==> src/nirfd_pkg.sv <==
`timescale 1ns / 1ps
`default_nettype none
// -----------------------------------------------------------------------------
// nirfd_pkg: shared types, constants and helpers for the NEC IR frame decoder
// Holds the register map, the settings bundle, the item class record and the
// key lookup used when a frame closes.
// -----------------------------------------------------------------------------
package nirfd_pkg;

  localparam int PERIOD_W   = 16;
  localparam int WORD_W     = 32;
  localparam int KEY_W      = 5;
  localparam int APB_AW     = 5;
  localparam int APB_DW     = 32;
  localparam int FRAME_BITS_DEF = 32;
  localparam int Q_DEPTH    = 2;

  // register indexes (byte address = 4 * index)
  localparam logic [2:0] REG_ENABLE    = 3'd0;
  localparam logic [2:0] REG_LEAD_MIN  = 3'd1;
  localparam logic [2:0] REG_LEAD_MAX  = 3'd2;
  localparam logic [2:0] REG_BIT_MIN   = 3'd3;
  localparam logic [2:0] REG_BIT_MAX   = 3'd4;
  localparam logic [2:0] REG_ONE_THR   = 3'd5;
  localparam logic [2:0] REG_CUSTOM    = 3'd6;

  // reset values
  localparam logic [PERIOD_W-1:0] LEAD_MIN_RST = 16'd12500;
  localparam logic [PERIOD_W-1:0] LEAD_MAX_RST = 16'd14285;
  localparam logic [PERIOD_W-1:0] BIT_MIN_RST  = 16'd1000;
  localparam logic [PERIOD_W-1:0] BIT_MAX_RST  = 16'd3333;
  localparam logic [PERIOD_W-1:0] ONE_THR_RST  = 16'd2000;
  localparam logic [PERIOD_W-1:0] CUSTOM_RST   = 16'h45BA;

  localparam logic [7:0] KEY_FIRST = 8'd1;
  localparam logic [7:0] KEY_LAST  = 8'd21;

  typedef struct packed {
    logic                enable;
    logic [PERIOD_W-1:0] lead_min;
    logic [PERIOD_W-1:0] lead_max;
    logic [PERIOD_W-1:0] bit_min;
    logic [PERIOD_W-1:0] bit_max;
    logic [PERIOD_W-1:0] one_thr;
    logic [PERIOD_W-1:0] custom_code;
  } cfg_t;

  // classification of one period
  typedef struct packed {
    logic lead_hit;
    logic bit_hit;
    logic bit_one;
  } cls_t;

  function automatic logic [KEY_W-1:0] key_of(input logic [WORD_W-1:0] word,
                                              input logic [PERIOD_W-1:0] custom);
    logic [7:0] cmd;
    logic [7:0] inv;
    logic [KEY_W-1:0] key;
    cmd = word[15:8];
    inv = word[7:0];
    key = '0;
    if (word[31:16] == custom && inv == ~cmd && cmd >= KEY_FIRST && cmd <= KEY_LAST) begin
      key = cmd[KEY_W-1:0];
    end
    return key;
  endfunction

endpackage
`default_nettype wire

==> src/nirfd_cfg.sv <==
`timescale 1ns / 1ps
`default_nettype none
// -----------------------------------------------------------------------------
// nirfd_cfg: register bank
// APB-style write/read of the enable flag, the timing windows and the
// expected custom code.
// -----------------------------------------------------------------------------
module nirfd_cfg
  import nirfd_pkg::*;
(
  input  wire logic              clk,
  input  wire logic              rst_n,
  input  wire logic              psel,
  input  wire logic              penable,
  input  wire logic              pwrite,
  input  wire logic [APB_AW-1:0] paddr,
  input  wire logic [APB_DW-1:0] pwdata,
  output logic      [APB_DW-1:0] prdata,
  output logic                   pready,
  output cfg_t                   cfg
);

  cfg_t       cfg_r;
  cfg_t       cfg_nxt;
  logic       wr_en;
  logic [2:0] reg_idx;

  assign pready  = 1'b1;
  assign wr_en   = psel && penable && pwrite;
  assign reg_idx = paddr[4:2];

  always_comb begin
    cfg_nxt = cfg_r;
    if (wr_en) begin
      case (reg_idx)
        REG_ENABLE:   cfg_nxt.enable      = pwdata[0];
        REG_LEAD_MIN: cfg_nxt.lead_min    = pwdata[PERIOD_W-1:0];
        REG_LEAD_MAX: cfg_nxt.lead_max    = pwdata[PERIOD_W-1:0];
        REG_BIT_MIN:  cfg_nxt.bit_min     = pwdata[PERIOD_W-1:0];
        REG_BIT_MAX:  cfg_nxt.bit_max     = pwdata[PERIOD_W-1:0];
        REG_ONE_THR:  cfg_nxt.one_thr     = pwdata[PERIOD_W-1:0];
        REG_CUSTOM:   cfg_nxt.custom_code = pwdata[PERIOD_W-1:0];
        default: ;
      endcase
    end
  end

  always_ff @(posedge clk) begin
    if (!rst_n) begin
      cfg_r.enable      <= 1'b1;
      cfg_r.lead_min    <= LEAD_MIN_RST;
      cfg_r.lead_max    <= LEAD_MAX_RST;
      cfg_r.bit_min     <= BIT_MIN_RST;
      cfg_r.bit_max     <= BIT_MAX_RST;
      cfg_r.one_thr     <= ONE_THR_RST;
      cfg_r.custom_code <= CUSTOM_RST;
    end else begin
      cfg_r <= cfg_nxt;
    end
  end

  always_comb begin
    prdata = '0;
    case (reg_idx)
      REG_ENABLE:   prdata = {{(APB_DW-1){1'b0}}, cfg_r.enable};
      REG_LEAD_MIN: prdata = {{(APB_DW-PERIOD_W){1'b0}}, cfg_r.lead_min};
      REG_LEAD_MAX: prdata = {{(APB_DW-PERIOD_W){1'b0}}, cfg_r.lead_max};
      REG_BIT_MIN:  prdata = {{(APB_DW-PERIOD_W){1'b0}}, cfg_r.bit_min};
      REG_BIT_MAX:  prdata = {{(APB_DW-PERIOD_W){1'b0}}, cfg_r.bit_max};
      REG_ONE_THR:  prdata = {{(APB_DW-PERIOD_W){1'b0}}, cfg_r.one_thr};
      REG_CUSTOM:   prdata = {{(APB_DW-PERIOD_W){1'b0}}, cfg_r.custom_code};
      default:      prdata = '0;
    endcase
  end

  assign cfg = cfg_r;

endmodule
`default_nettype wire

==> src/nirfd_front.sv <==
`timescale 1ns / 1ps
`default_nettype none
// -----------------------------------------------------------------------------
// nirfd_front: period classifier
// Accept a period and tag it against the lead window, the bit window and
// the one-threshold.
// -----------------------------------------------------------------------------
module nirfd_front
  import nirfd_pkg::*;
(
  input  wire logic                in_valid,
  output logic                     in_stall,
  input  wire logic [PERIOD_W-1:0] in_period,
  input  wire cfg_t                cfg,
  input  wire logic                q_full,
  output logic                     q_push,
  output cls_t                     q_wdata
);

  assign in_stall = q_full;
  assign q_push   = in_valid && !q_full;

  always_comb begin
    q_wdata.lead_hit = (in_period >= cfg.lead_min) && (in_period <= cfg.lead_max);
    q_wdata.bit_hit  = (in_period >= cfg.bit_min)  && (in_period <= cfg.bit_max);
    q_wdata.bit_one  = (in_period >= cfg.one_thr);
  end

endmodule
`default_nettype wire

==> src/nirfd_queue.sv <==
`timescale 1ns / 1ps
`default_nettype none
// -----------------------------------------------------------------------------
// nirfd_queue: class queue
// Short FIFO of classified items between the front and the back.
// -----------------------------------------------------------------------------
module nirfd_queue
  import nirfd_pkg::*;
(
  input  wire logic clk,
  input  wire logic rst_n,
  input  wire logic push,
  input  wire cls_t wdata,
  output logic      full,
  input  wire logic pop,
  output logic      rvalid,
  output cls_t      rdata
);

  localparam int PTR_W = (Q_DEPTH > 1) ? $clog2(Q_DEPTH) : 1;
  localparam int CNT_W = $clog2(Q_DEPTH + 1);

  cls_t             mem_r [Q_DEPTH];
  logic [PTR_W-1:0] wr_ptr_r, wr_ptr_nxt;
  logic [PTR_W-1:0] rd_ptr_r, rd_ptr_nxt;
  logic [CNT_W-1:0] count_r, count_nxt;

  assign full   = (count_r == CNT_W'(Q_DEPTH));
  assign rvalid = (count_r != '0);
  assign rdata  = mem_r[rd_ptr_r];

  always_comb begin
    wr_ptr_nxt = wr_ptr_r;
    rd_ptr_nxt = rd_ptr_r;
    count_nxt  = count_r;
    if (push) begin
      wr_ptr_nxt = (wr_ptr_r == PTR_W'(Q_DEPTH - 1)) ? '0 : wr_ptr_r + 1'b1;
    end
    if (pop) begin
      rd_ptr_nxt = (rd_ptr_r == PTR_W'(Q_DEPTH - 1)) ? '0 : rd_ptr_r + 1'b1;
    end
    if (push && !pop) begin
      count_nxt = count_r + 1'b1;
    end else if (pop && !push) begin
      count_nxt = count_r - 1'b1;
    end
  end

  always_ff @(posedge clk) begin
    if (!rst_n) begin
      wr_ptr_r <= '0;
      rd_ptr_r <= '0;
      count_r  <= '0;
    end else begin
      wr_ptr_r <= wr_ptr_nxt;
      rd_ptr_r <= rd_ptr_nxt;
      count_r  <= count_nxt;
    end
  end

  always_ff @(posedge clk) begin
    if (push) begin
      mem_r[wr_ptr_r] <= wdata;
    end
  end

endmodule
`default_nettype wire

==> src/nirfd_back.sv <==
`timescale 1ns / 1ps
`default_nettype none
// -----------------------------------------------------------------------------
// nirfd_back: frame assembler
// Track the frame state, shift in data bits, close the frame and hold the
// result in the output register.
// -----------------------------------------------------------------------------
module nirfd_back
  import nirfd_pkg::*;
#(
  parameter int FRAME_BITS = FRAME_BITS_DEF
) (
  input  wire logic              clk,
  input  wire logic              rst_n,
  input  wire cfg_t              cfg,
  input  wire logic              q_valid,
  input  wire cls_t              q_rdata,
  output logic                   q_pop,
  output logic                   out_valid,
  input  wire logic              out_stall,
  output logic      [WORD_W-1:0] out_frame_word,
  output logic      [KEY_W-1:0]  out_key_index
);

  localparam int CNT_W = $clog2(FRAME_BITS + 2);

  // 0 = waiting for lead, n+1 = frame open with n bits in
  logic [CNT_W-1:0]  bit_count_r, bit_count_nxt;
  logic [WORD_W-1:0] frame_bits_r, frame_bits_nxt;
  logic              out_valid_r, out_valid_nxt;
  logic [WORD_W-1:0] out_word_r;
  logic [KEY_W-1:0]  out_key_r;

  logic [CNT_W-1:0]  cnt_a;
  logic [CNT_W-1:0]  cnt_b;
  logic [WORD_W-1:0] bits_a;
  logic [WORD_W-1:0] word_a;
  logic [31:0]       idx;
  logic [4:0]        pos;
  logic              bit_take;
  logic              done;
  logic              emit;
  logic              out_free;

  always_comb begin
    cnt_a  = bit_count_r;
    bits_a = frame_bits_r;
    // a lead only counts while idle
    if (bit_count_r == '0 && q_rdata.lead_hit) begin
      cnt_a  = CNT_W'(1);
      bits_a = '0;
    end
    bit_take = (cnt_a != '0) && q_rdata.bit_hit;
    idx      = 32'(cnt_a) - 32'd1;
    // bytes arrive LSB first, first byte goes to the top
    pos      = {~idx[4:3], idx[2:0]};
    word_a   = bits_a;
    if (idx < 32'd32 && q_rdata.bit_one) begin
      word_a[pos] = 1'b1;
    end
    cnt_b    = cnt_a + 1'b1;
    done     = bit_take && (cnt_b > CNT_W'(FRAME_BITS));
    emit     = done && cfg.enable;
    out_free = !out_valid_r || !out_stall;
    q_pop    = q_valid && (!emit || out_free);
  end

  always_comb begin
    bit_count_nxt  = bit_count_r;
    frame_bits_nxt = frame_bits_r;
    if (q_pop) begin
      if (done) begin
        bit_count_nxt  = '0;
        frame_bits_nxt = '0;
      end else if (bit_take) begin
        bit_count_nxt  = cnt_b;
        frame_bits_nxt = word_a;
      end else begin
        bit_count_nxt  = cnt_a;
        frame_bits_nxt = bits_a;
      end
    end
  end

  always_comb begin
    out_valid_nxt = out_valid_r;
    if (q_pop && emit) begin
      out_valid_nxt = 1'b1;
    end else if (!out_stall) begin
      out_valid_nxt = 1'b0;
    end
  end

  always_ff @(posedge clk) begin
    if (!rst_n) begin
      bit_count_r  <= '0;
      frame_bits_r <= '0;
      out_valid_r  <= 1'b0;
    end else begin
      bit_count_r  <= bit_count_nxt;
      frame_bits_r <= frame_bits_nxt;
      out_valid_r  <= out_valid_nxt;
    end
  end

  always_ff @(posedge clk) begin
    if (q_pop && emit) begin
      out_word_r <= word_a;
      out_key_r  <= key_of(word_a, cfg.custom_code);
    end
  end

  assign out_valid      = out_valid_r;
  assign out_frame_word = out_word_r;
  assign out_key_index  = out_key_r;

endmodule
`default_nettype wire

==> src/nec_ir_frame_decoder.sv <==
`timescale 1ns / 1ps
`default_nettype none
// -----------------------------------------------------------------------------
// nec_ir_frame_decoder: NEC-style infrared remote frame decoder
// Turns a stream of measured edge-to-edge periods into 32-bit frame words
// and a matched key number.
// -----------------------------------------------------------------------------
//
//  Channel  | Ports                                   | Direction | Moves
//  ---------+-----------------------------------------+-----------+-------------------
//  in       | in_valid, in_stall, in_period           | sink      | one period per item
//  out      | out_valid, out_stall, out_frame_word,   | source    | one frame per item
//           | out_key_index                           |           |
//  cfg      | psel, penable, pwrite, paddr, pwdata,   | slave     | register access
//           | prdata, pready                          |           |
//
//  One period is accepted every cycle while in_stall is low. Each item is
//  classified on its way into the two-entry queue, then taken by the frame
//  assembler; a closing frame is registered in the output register as its last bit is popped.
//  Reset (rst_n low, synchronous) empties the queue, drops any partial frame,
//  clears the output valid and loads the default windows with enable set.
//  A stall on out only holds up an item that closes a frame with enable set;
//  the queue then fills and in_stall rises once both entries are taken.
//
module nec_ir_frame_decoder
  import nirfd_pkg::*;
#(
  parameter int FRAME_BITS = FRAME_BITS_DEF
) (
  input  wire logic                clk,
  input  wire logic                rst_n,
  // period input
  input  wire logic                in_valid,
  output logic                     in_stall,
  input  wire logic [PERIOD_W-1:0] in_period,
  // frame output
  output logic                     out_valid,
  input  wire logic                out_stall,
  output logic      [WORD_W-1:0]   out_frame_word,
  output logic      [KEY_W-1:0]    out_key_index,
  // register port
  input  wire logic                psel,
  input  wire logic                penable,
  input  wire logic                pwrite,
  input  wire logic [APB_AW-1:0]   paddr,
  input  wire logic [APB_DW-1:0]   pwdata,
  output logic      [APB_DW-1:0]   prdata,
  output logic                     pready
);

  cfg_t cfg;
  cls_t q_wdata;
  cls_t q_rdata;
  logic q_push;
  logic q_full;
  logic q_pop;
  logic q_valid;

  // settings live here; the user must change them only while the decoder is idle, the block does not enforce it
  nirfd_cfg u_cfg (
    .clk     (clk),
    .rst_n   (rst_n),
    .psel    (psel),
    .penable (penable),
    .pwrite  (pwrite),
    .paddr   (paddr),
    .pwdata  (pwdata),
    .prdata  (prdata),
    .pready  (pready),
    .cfg     (cfg)
  );

  // tag each period as lead, bit and bit value; state is not needed here
  nirfd_front u_front (
    .in_valid  (in_valid),
    .in_stall  (in_stall),
    .in_period (in_period),
    .cfg       (cfg),
    .q_full    (q_full),
    .q_push    (q_push),
    .q_wdata   (q_wdata)
  );

  // decouple the classifier from the assembler so each can stall alone
  nirfd_queue u_queue (
    .clk    (clk),
    .rst_n  (rst_n),
    .push   (q_push),
    .wdata  (q_wdata),
    .full   (q_full),
    .pop    (q_pop),
    .rvalid (q_valid),
    .rdata  (q_rdata)
  );

  // apply the tags to the frame state and emit closed frames
  nirfd_back #(
    .FRAME_BITS (FRAME_BITS)
  ) u_back (
    .clk            (clk),
    .rst_n          (rst_n),
    .cfg            (cfg),
    .q_valid        (q_valid),
    .q_rdata        (q_rdata),
    .q_pop          (q_pop),
    .out_valid      (out_valid),
    .out_stall      (out_stall),
    .out_frame_word (out_frame_word),
    .out_key_index  (out_key_index)
  );

endmodule
`default_nettype wire
==> config.mk <==
export PLATFORM = sky130hd
export DESIGN_NAME = nec_ir_frame_decoder
export DESIGN_NICKNAME = d
export VERILOG_FILES = /design/src/nirfd_pkg.sv /design/src/nirfd_cfg.sv /design/src/nirfd_front.sv /design/src/nirfd_queue.sv /design/src/nirfd_back.sv /design/src/nec_ir_frame_decoder.sv
export SDC_FILE = /design/constraint.sdc
export NUM_CORES = 1
export LEC_CHECK = 0
export BUFFER_PORTS_ARGS = -buffer_cell sky130_fd_sc_hd__buf_2
export CAP_MARGIN = 20
export CORE_ASPECT_RATIO = 1.75
export CORE_MARGIN = 4
export CORE_UTILIZATION = 55
export DETAILED_ROUTE_END_ITERATION = 10
export PLACE_DENSITY_LB_ADDON = 0.25
export SLEW_MARGIN = 20
export SYNTH_ARGS = -nofsm -noshare
export SYNTH_HDL_FRONTEND = slang
export SYNTH_SLANG_ARGS = --single-unit
==> constraint.sdc <==
create_clock -name clk -period 7.2 [get_ports clk]
set_input_delay 1.44 -clock clk [delete_from_list [all_inputs] [get_ports clk]]
set_output_delay 1.44 -clock clk [all_outputs]
set_load 0.1 [all_outputs]
Yosys cells after proc, flatten, opt, wreduce, memory -nomap -nowiden
Memories as Yosys holds them, arrays and structs flattened. A register that Yosys moved wholly into a read port is not among the register bits.
Index checks and enable logic that the tools add are counted.
Word-level totals
  memories: 1
  memory bits (writable): 6
  bits of input ports: 60
  output and inout bits: 72
  flip-flop bits (word level): 177
  word-level logic and storage cells: 104
Memories
  u_queue.mem_r: depth 2, width 3, rd ports 1, clocked after Yosys merged registers in 1, write ports 1, line nirfd_queue.sv:23  | cls_t mem_r [Q_DEPTH];
Operators by class
  muxes and demuxes: 20
  add/sub/neg operators: 6
  reductions and logical operators: 38
  equal/unequal tests: 10
  bitwise operators: 3
  $lt $le $gt $ge: 11
Operator list (number)
  $mux 32: 4
  $pmux 16 s7: 1
  $ge 16x16->1: 3
  $le 16x16->1: 2
  $lt 32x6->1 const B: 1
  $or 32x32->32: 1
  $logic_and 1x1->1: 18
  $mux 6: 3
  $eq 16x16->1: 1
  $reduce_and 2->1: 7
  $eq 3x3->1 const B: 3
  $mux 1: 9
  $eq 8x8->1: 1
  $ge 8x1->1 const B: 1
  $le 8x5->1 const B: 1
  $not 8->8: 1
  $sub 6x1->7 const B: 1
  $add 6x1->6 const B: 1
  $eq 3x2->1 const B: 2
  $gt 6x6->1 const B: 1
  $logic_not 1->1: 6
  $logic_not 6->1: 1
  $lt 5x6->1 const B: 1
  $reduce_bool 6->1: 1
  13 further kinds: 17

Longest topological paths before layout
  depth after elaboration: 16
  gate-level depth with buffers: 16
  gate-level depth less buffers: 14

Hierarchy
Synthesis repeated with hierarchy kept, for this count alone.
Second synthesis, totals
  cells, all modules: 1246
  area total of the unflattened synthesis: 11245.8 µm²
Modules (own cells, without submodules)
  nirfd_cfg: sequential area each 1941.9 µm², cells an instance 498, area an instance 4694.5 µm², instances 1
  nirfd_back: sequential area each 1891.8 µm², cells an instance 444, area an instance 4155.2 µm², instances 1
  nirfd_front: sequential area each 0.0 µm², cells an instance 273, area an instance 1960.6 µm², instances 1
  nirfd_queue: sequential area each 280.3 µm², cells an instance 31, area an instance 435.4 µm², instances 1

Least setup slack after synthesis
Ideal clock, no wire load.
  path kind: input -> output
  start: input paddr[4]
  end: output prdata[5]
  cell stages on the path: 5
  path buffers: 2
  path slack: 1.278 ns
  required time: 5.760 ns
  data arrival time: 4.482 ns
  path through: clkbuf_1 clkbuf_1 nor2_1 a221oi_1 o21ai_0
Between the ends
  longest elaborated chain between the ends: 2
  elaborated cells on any way between the ends: 8
  those cells by class: eq/ne: 6; mux: 1; reduce/logical: 1
Ends and longest elaborated chain
  start, declared: line nec_ir_frame_decoder.sv:45  | input wire logic [APB_AW-1:0] paddr,
  $eq 3x3->1 (tied with other cells): line nirfd_cfg.sv:64  | case (reg_idx)
  $pmux 16 s7 *: line nirfd_cfg.sv:64
  end, declared: line nec_ir_frame_decoder.sv:47  | output logic [APB_DW-1:0] prdata,
Every way passes the cells marked *; elsewhere a longest branch is shown, timed or not.

Worst setup path after layout
  start: input paddr[3]
  end: output prdata[11]
The elaborated chain is that of the path after synthesis.

==> results.toml <==
[worst_setup_path]
critical_path.cell_chain = "buf_2 -> clkinv_1 -> nor2_1 -> a221oi_1 -> a21oi_1 -> buf_2"
cp_data_required_time_ns = 5.76
slowest_delay_ns = 0.81
start_kind = "primary input"
crit_path_end_kind = "output port"
critical_path.top_delay_family = "buffers and inverters"
crit_top_cell = "buf_2"
crit_arrival_ns = 4.39
worstSetupPathType = "primary input to output port"
worst-path-buf-inv = 3
path_max_fanout = 31
critPathSlowestCell = "nor2_1"

[drt]
vias = 9639
dr.pass1.iters = 6
drc_errors = 0
routed_wl_um = 32600
drt-initial-drc-count = 729
wl_per_cell_um = 20.5
ant_nets = 0
via_per_inst = 6.06

[floorplanning]
coreArea_sq_um = 19300
num_io_pins = 132
chipWidth_um = 114
die_h_um = 194
initial_core_util_pct = 56.2
die-area_sq_um = 22100
row_count = 67

[finish]
final.fill_count = 1780
antenna_cells = 0
drive_gt1_share_pct = 11.7
utilization_pct = 61.9
area_growth_pct = 10.2
nNetsFinal = 1482

[synth]
synth.distinct_cells = 75
ys.flop_type = "dfxtp_1"
synth_compound_area_share_pct = 23.7
synthMuxAreaShare_pct = 1.99
synth_cells = 1278
async_flop_share_pct = 0
post-synth-top-area-cell = "dfxtp_1"
synth_enable_flop_cells = 43
synth_warnings = 0
synth_seq_cells = 184
yosys-top-cells-area = "dfxtp_1, edfxtp_1, ha_1"
synth_top_area_share_pct = 26.1
synth_area_per_cell_sq_um = 8.48
synth_top_family_by_area = "compound AO/OA/AOI/OAI gates"
synthXorXnorAreaFrac_pct = 1.13
syn-cell-area_sq_um = 10800
ys_seq_area_share_pct = 38.0
synth_adder_area_share_pct = 9.93
yosys.area_share.simple_pct = 18.0

[timing]
slew_violations = 0
tightest_slew_ns = 1.03
max_freq_mhz = 171
setup_total_negative_slack_ns = 0
setup_viol = 0
skew_ns = 0.0117
rsz0062_at_grt = "no"
relSlewSlack_pct = 31.6
min_period_ns = 5.83
period_share_pct = 81.0
hold_violations = 0

[cts]
clk_path_buf_depth = 2
cts_resized = 0
clk_pin_slew_ns = 0.07
htree_levels = 4
cts_tree = "built"
cts_sinks = 184
cts_buffers = 17
cts_hold_buf = 0
clock_latency_ns = 0.45
postCtsSetupBuffers = 0
root_buffer = "clkbuf_16"

[placement]
dpl.hpwl_um = 24100
io_buffers = 96
gp_congestion = 1.00

[run]
maxCapViolCount = 0

[global_route]
grt_pass1_wl_um = 50800
grt.overflow.total = 0
grt_pass1_vias = 9412
antenna_found_initial = 0
grt_max_degree = 102
grt_util_all_layers_pct = 29.5

[pwr]
vdd_drop_max_v = 0.000184
power_density_nw_per_um2 = 234
leakagePower_nw = 4.65

[worst_hold_path]
hp-class = "flop to flop"

[status]
status = "finished, final reports clean"
## cell usage in the layout, fill, tap and decap left out, drive strengths merged, types with 14 or more instances in the layout
cell type	instances
dfxtp	141
o211ai	44
a22oi	29
nand2	236
inv	113
nor2b	45
nand3	14
a21boi	74
conb	17
o21ai	72
clkbuf	17
ha	86
mux2i	18
nand2b	18
buf	107
a221oi	15
a21oi	42
edfxtp	43
nor2	42
## synth_stat cells, drive strengths merged, types with 42 or more instances
cell type / n
a21boi: 74
a21oi: 42
clkbuf: 59
dfxtp: 141
edfxtp: 43
ha: 86
inv: 102
nand2: 236
nor2: 42
nor2b: 45
o211ai: 44
o21ai: 72
## per-layer routing
layer,part of all wire [%],GRT usage (%)
met1,36,32.1
met5,0,0
met2,51,52.0
met3,5.5,4.00
met4,7.2,20.0
## logic make-up (layout without fill, tap and decap cells)
family,after synthesis,in the layout
AOI/OAI and AO/OA,367,367
xor gates and xnor gates,14,14
adders and majority gates,86,86
buffers and inverters,186,242
DFF,184,184
muxes,20,20
other,2,17
and+or+nand+nor,419,419
## power breakdown
group	leakage (nW)	switching [W]	internal, W
sequential	1.51	0.0000293	0.00108
combinational	2.86	0.000558	0.000207
clock	0.277	0.000460	0.000458
total	4.65	0.00105	0.00174
## path summary, 6_finish.rpt
kind                              start                      end  slack [ns]  depth (start not counted)
setup / recovery               paddr[3]               prdata[11]        1.37                          6
hold / removal            u_cfg.cfg[44]            u_cfg.cfg[44]        0.47                          2
setup reg to reg  u_back.bit_count_r[3]  u_back.out_key_index[1]        1.85                         12
hold reg to reg           u_cfg.cfg[44]            u_cfg.cfg[44]        0.47                          2
## registers in the layout, summed over array words and instances (netlist names), named ones only
signal                 flops
u_queue.count_r            2
u_queue.rd_ptr_r           1
u_back.out_key_index       5
u_queue.wr_ptr_r           1
u_back.frame_bits_r       32
u_back.out_frame_word     32
u_cfg.cfg                 97
u_back.out_valid           1
u_back.bit_count_r         6
u_queue.mem_r              6
## tightest hold or removal path, delay by kind of cell (launching register included)
kind,cells,cell delay (ns)
DFF,1,0.31
AOI/OAI and AO/OA,1,0.06
and+or+nand+nor,1,0.05
## per-stage QoR
| stage | area (sq um) | power (W) | setup slack, ns | std cells | hold WS [ns] |
|---|---|---|---|---|---|
| finish | 11900 | 0.00279 | 1.37 | 1590 | 0.469 |
| detailed placement | 11400 | 0.00188 | 1.51 | 1558 | 0.463 |
| floorplan | 10900 | 0.00169 | 1.28 | 1293 | 0.443 |
| global placement | 11400 | 0.00188 | 1.51 | 1558 | 0.451 |
| CTS | 11900 | 0.00279 | 1.50 | 1590 | 0.473 |
| global route | 11900 | 0.00290 | 1.28 | 1590 | 0.483 |
## final cells by class
cell class / count / area (sq um) / area share (%)
tap: 241 / 302 / 2.53
multi-input combinational: 923 / 6010 / 50.3
inverter: 103 / 387 / 3.24
sequential: 184 / 4110 / 34.5
timing repair buffer: 107 / 566 / 4.74
clock inverter: 15 / 131 / 1.10
clock buffer: 17 / 425 / 3.57
No activity file was read; power rests on OpenSTA's default activity.
